## src/sv/cpt_pkg.sv

```systemverilog
// Shared definitions for the closest-point-on-triangle pipeline.
// Holds the default coordinate width, the multiplier slice width and the region codes.
package cpt_pkg;

  localparam int COORD_WIDTH_DEF = 16;
  localparam int MUL_CHUNK       = 32;

  typedef enum logic [2:0] {
    REGION_A   = 3'd0,
    REGION_B   = 3'd1,
    REGION_C   = 3'd2,
    REGION_AB  = 3'd3,
    REGION_AC  = 3'd4,
    REGION_BC  = 3'd5,
    REGION_INT = 3'd6
  } region_t;

endpackage

```

## src/sv/cpt_mul.sv

```systemverilog
// Two-stage signed multiplier: slice products of b, then a shifted sum.
// Depends on cpt_pkg for the slice width.
module cpt_mul #(
  parameter int AW = 17,
  parameter int BW = 36
) (
  input  logic                 clk,
  input  logic                 en,
  input  logic signed [AW-1:0] a,
  input  logic signed [BW-1:0] b,
  output logic signed [AW+BW-1:0] p
);
  import cpt_pkg::*;

  localparam int CH  = MUL_CHUNK;
  localparam int NCH = (BW + CH - 1) / CH;
  localparam int BX  = NCH * CH;
  localparam int PW  = AW + CH + 1;
  localparam int SW  = AW + BX + 1;

  logic signed [BX-1:0]    bx;
  logic signed [PW-1:0]    opa;
  logic signed [PW-1:0]    pp_r [NCH];
  logic signed [AW+BW-1:0] p_r;
  logic signed [AW+BW-1:0] p_nxt;

  assign bx  = BX'(b);
  assign opa = PW'(a);

  for (genvar i = 0; i < NCH; i++) begin : g_pp
    logic signed [PW-1:0] opb;
    if (i == NCH - 1) begin : g_top
      assign opb = PW'($signed(bx[i*CH +: CH]));
    end else begin : g_low
      assign opb = $signed(PW'(bx[i*CH +: CH]));
    end
    always_ff @(posedge clk) begin
      if (en) begin
        pp_r[i] <= opa * opb;
      end
    end
  end

  always_comb begin
    logic signed [SW-1:0] acc;
    acc = '0;
    for (int i = 0; i < NCH; i++) begin
      acc = acc + (SW'(pp_r[i]) <<< (i * CH));
    end
    p_nxt = acc[AW+BW-1:0];
  end

  always_ff @(posedge clk) begin
    if (en) begin
      p_r <= p_nxt;
    end
  end

  assign p = p_r;

endmodule

```

## config.mk

```make
export PLATFORM = sky130hd
export DESIGN_NAME = cpt_mul
export DESIGN_NICKNAME = d
export VERILOG_FILES = /design/src/sv/cpt_pkg.sv /design/src/sv/cpt_mul.sv
export SDC_FILE = /design/constraint.sdc
export NUM_CORES = 2
export LEC_CHECK = 0
export ABC_AREA = 1
export BUFFER_PORTS_ARGS = -buffer_cell sky130_fd_sc_hd__buf_2
export CORE_MARGIN = 2
export CORE_UTILIZATION = 60
export CTS_CLUSTER_SIZE = 16
export DETAILED_ROUTE_END_ITERATION = 8
export PLACE_DENSITY = 0.78
export RECOVER_POWER = 100
export SLEW_MARGIN = 10
export SYNTH_ARGS = -nofsm -noshare
export SYNTH_HDL_FRONTEND = slang
export SYNTH_SLANG_ARGS = --single-unit
```

## constraint.sdc

```tcl
create_clock -name clk -period 7.09 [get_ports clk]
set_clock_uncertainty 0.2 [all_clocks]
set_input_delay 0.709 -clock clk [delete_from_list [all_inputs] [get_ports clk]]
set_output_delay 0.709 -clock clk [all_outputs]
set_load 0.02 [all_outputs]
```

==> flow_metrics.env <==
export IMPL_critPathRequiredTime_ps=7060
export IMPL_portBuffers=107
export IMPL_track_usage_pct=30.1
export IMPL_synth_cell_type_count=32
export IMPL_hold_path_depth=0
export IMPL_cts_tree="yes"
export IMPL_nFillCells=3945
export IMPL_drc=0
export IMPL_hold_violations=0
export IMPL_maxCapViolations=2
export IMPL_ys_seq_area_share_pct=13.9
export IMPL_seqCellArea_um2=3720
export IMPL_synth_seq_cells=124
export IMPL_grt_max_degree=78
export IMPL_yosys_warnings=0
export IMPL_clk_pin_slew_worst_paths_ps=50
export IMPL_worstReg2RegStart="pp_r[0][32]"
export IMPL_end_kind="flop"
export IMPL_gp_congestion=0.957
export IMPL_holdPathEnd="p[12]"
export IMPL_boundaryPins=108
export IMPL_cts_resized_gates=0
export IMPL_ff2ff_path_depth=11
export IMPL_layout_commonest_cell="nand2_1"
export IMPL_fp_row_count=77
export IMPL_avgSynthCellArea_um2=7.77
export IMPL_syn_area_um2=26800
export IMPL_violations="capacitance limit, slew limit"
export IMPL_die_area_um2=46400
export IMPL_wl_per_cell_um=16.1
export IMPL_grt_ovfl_total=0
export IMPL_vias=20967
export IMPL_worst_skew_pair_late_latency_ps=420
export IMPL_numCtsBuffers=17
export IMPL_ctsHtreeMaxLevel=4
export IMPL_rsz0062_at_grt="no"
export IMPL_final_max_slew_viol_count=127
export IMPL_ctsRootBufferMaster="clkbuf_16"
export IMPL_drtIter0Drc=1505
export IMPL_path_buf_inv=7
export IMPL_die_w_um=215
export IMPL_finalNetCount=4225
export IMPL_via_per_inst=5.15
export IMPL_dpl_hpwl_um=53300
export IMPL_crit_chain="buf_2 > clkbuf_1 > nand2_1 > inv_1 > fa_1 > inv_1 > fa_1 > fa_1 > fa_1 > inv_1 > fa_1 > inv_1 > fa_1 > inv_1 > ha_1 > nand2_1 > nor2_1 > nand2_1 > nand2_1 > nand2_1 > nand3_1 > xor2_1"
export IMPL_cp_start_kind="input pin"
export IMPL_max_stage_delay_ps=670
export IMPL_antenna_left=0
export IMPL_hold_path_class="flop to flop"
export IMPL_first_pass_iters=6
export IMPL_diodes=0
export IMPL_critPathKind="input pin to flop"
export IMPL_setup_violations=0
export IMPL_drive_gt1_share_pct=4.37
export IMPL_cts_sinks=124
export IMPL_whs_ps=214
export IMPL_postSynthNetCount=4209
export IMPL_core_area_um2=44100
export IMPL_hp_start="pp_r[0][12]"
export IMPL_critPathSlowestCell="clkbuf_1"
export IMPL_grt_antenna_before_repair=0
export IMPL_routed_wl_um=65600
export IMPL_die_y_um=215
export IMPL_r2r_slack_ps=4480
export IMPL_slew_headroom_pct=-84.7
export IMPL_initial_core_util_pct=60.8
export IMPL_worst_pin_slew_ps=2770
export IMPL_period_needed_ps=6600
export IMPL_regToRegEndpoint="p[50]"
export IMPL_layout_common_cells="nand2_1 (1034), inv_1 (1026), fa_1 (485)"
export IMPL_multiInputGateArea_um2=18600
export IMPL_grt_pass1_wl_um=110000
export IMPL_fin_crit_sh_pct=93.0
export IMPL_tns_ps=0
export IMPL_cts_buffer_depth=2
export IMPL_area_growth_pct=5.50
export IMPL_cp_data_arrival_time_ps=6570
export IMPL_path_common_cell="fa_1"
export IMPL_postCtsSetupBuffers=0
export IMPL_max_freq_mhz=152
export IMPL_grt_pass1_vias=22036
export IMPL_postCtsHoldBufs=0
export IMPL_critPathTopFamily="adder cells"
export IMPL_status="complete, but fails checks"
export IMPL_syn_inst=3453
export IMPL_cp_max_fo=27
-- worst reg2reg max path, stage by stage, from the launching register on --
cell and delay (ps):
edfxtp_1 350, ha_1 180, inv_1 60, fa_1 390
o21ai_0 550, nand2_1 100, nand2_1 160, nand2_1 70
nand2_1 90, nand2_1 80, nand3_1 80, nand2_1 50
-- layer usage --
layer  vias up  global-route usage, %  part of all wire, %
li1       9842                      -                    -
met1     10130                   40.2                   42
met2       855                   50.5                   47
met3       140                   5.02                  8.4
met4         0                   9.86                  3.2
met5         -                      0                    0
-- cell usage after synthesis --
| cell type | count | share of area [%] |
|---|---|---|
| nor3_2 | 1 | 0.037 |
| nand2_1 | 1028 | 14 |
| buf_2 | 1 | 0.019 |
| fa_1 | 485 | 36 |
| a21o_1 | 5 | 0.14 |
| nor2_1 | 119 | 1.7 |
| inv_2 | 6 | 0.084 |
| o21ai_2 | 1 | 0.033 |
| and2_1 | 2 | 0.047 |
| a21oi_1 | 62 | 1.2 |
| nand4_1 | 15 | 0.35 |
| inv_1 | 1026 | 14 |
| xnor2_1 | 16 | 0.52 |
| nor3_1 | 8 | 0.15 |
| buf_1 | 3 | 0.042 |
| nand3_2 | 6 | 0.22 |
| nor4_1 | 4 | 0.093 |
| or2_2 | 20 | 0.47 |
| xor2_1 | 42 | 1.4 |
| clkbuf_1 | 134 | 1.9 |
| o21bai_1 | 7 | 0.20 |
| edfxtp_1 | 124 | 14 |
| a211oi_1 | 2 | 0.056 |
| nand3_1 | 69 | 1.3 |
| nor2_4 | 7 | 0.29 |
| o21ai_1 | 1 | 0.019 |
| nand2_2 | 13 | 0.30 |
| a31oi_1 | 5 | 0.12 |
| o21ai_0 | 12 | 0.22 |
| nor2_2 | 11 | 0.26 |
| or2_1 | 2 | 0.047 |
| ha_1 | 216 | 10 |
-- worst max-delay path by stage --
stage	startpoint	end	slack, ps	depth (start not counted)
global route	a[5]	pp_r[0][38]	230	27
detailed placement	a[5]	pp_r[0][45]	380	21
floorplan	a[2]	pp_r[0][41]	1000	25
CTS	a[5]	pp_r[0][45]	820	21
global placement	a[3]	pp_r[0][45]	400	20
finish	a[5]	pp_r[0][23]	490	22
-- registers in the layout, summed over array words and instances, names as in the netlist --
name,count
pp_r,71
p,53
-- cell families after synthesis --
| family | synth area share [%] |
|---|---|
| and+or+nand+nor | 19.6 |
| buffers and inverters | 16.4 |
| adders and majority gates | 46.3 |
| DFF | 13.9 |
| AOI/OAI and AO/OA | 1.94 |
| xor gates and xnor gates | 1.89 |
-- area by class of cell --
class	instances	share of cell area (%)
repair buffers	135	2.72
clock buffers	20	1.54
inverters	1032	13.7
clock inverters	11	0.363
multi-input cells	2159	65.9
flip-flops and latches	124	13.2
well taps	592	2.62
-- per-stage QoR --
| step | setup WS [ps] | instance area, um^2 | cells | util [%] |
|---|---|---|---|---|
| 2_1_floorplan | 1000 | 26800 | 3453 | - |
| 3_3_place_gp | 400 | 27900 | 4042 | 63.2 |
| 3_5_place_dp | 381 | 27900 | 4042 | 63.2 |
| 4_1_cts | 823 | 28400 | 4073 | 64.4 |
| 5_1_grt | 229 | 28300 | 4073 | 64.1 |
| 6_report | 493 | 28300 | 4073 | 64.1 |
Power is not shown: default switching activity piles up to over one toggle a cycle in this logic, so the estimate is an artifact.
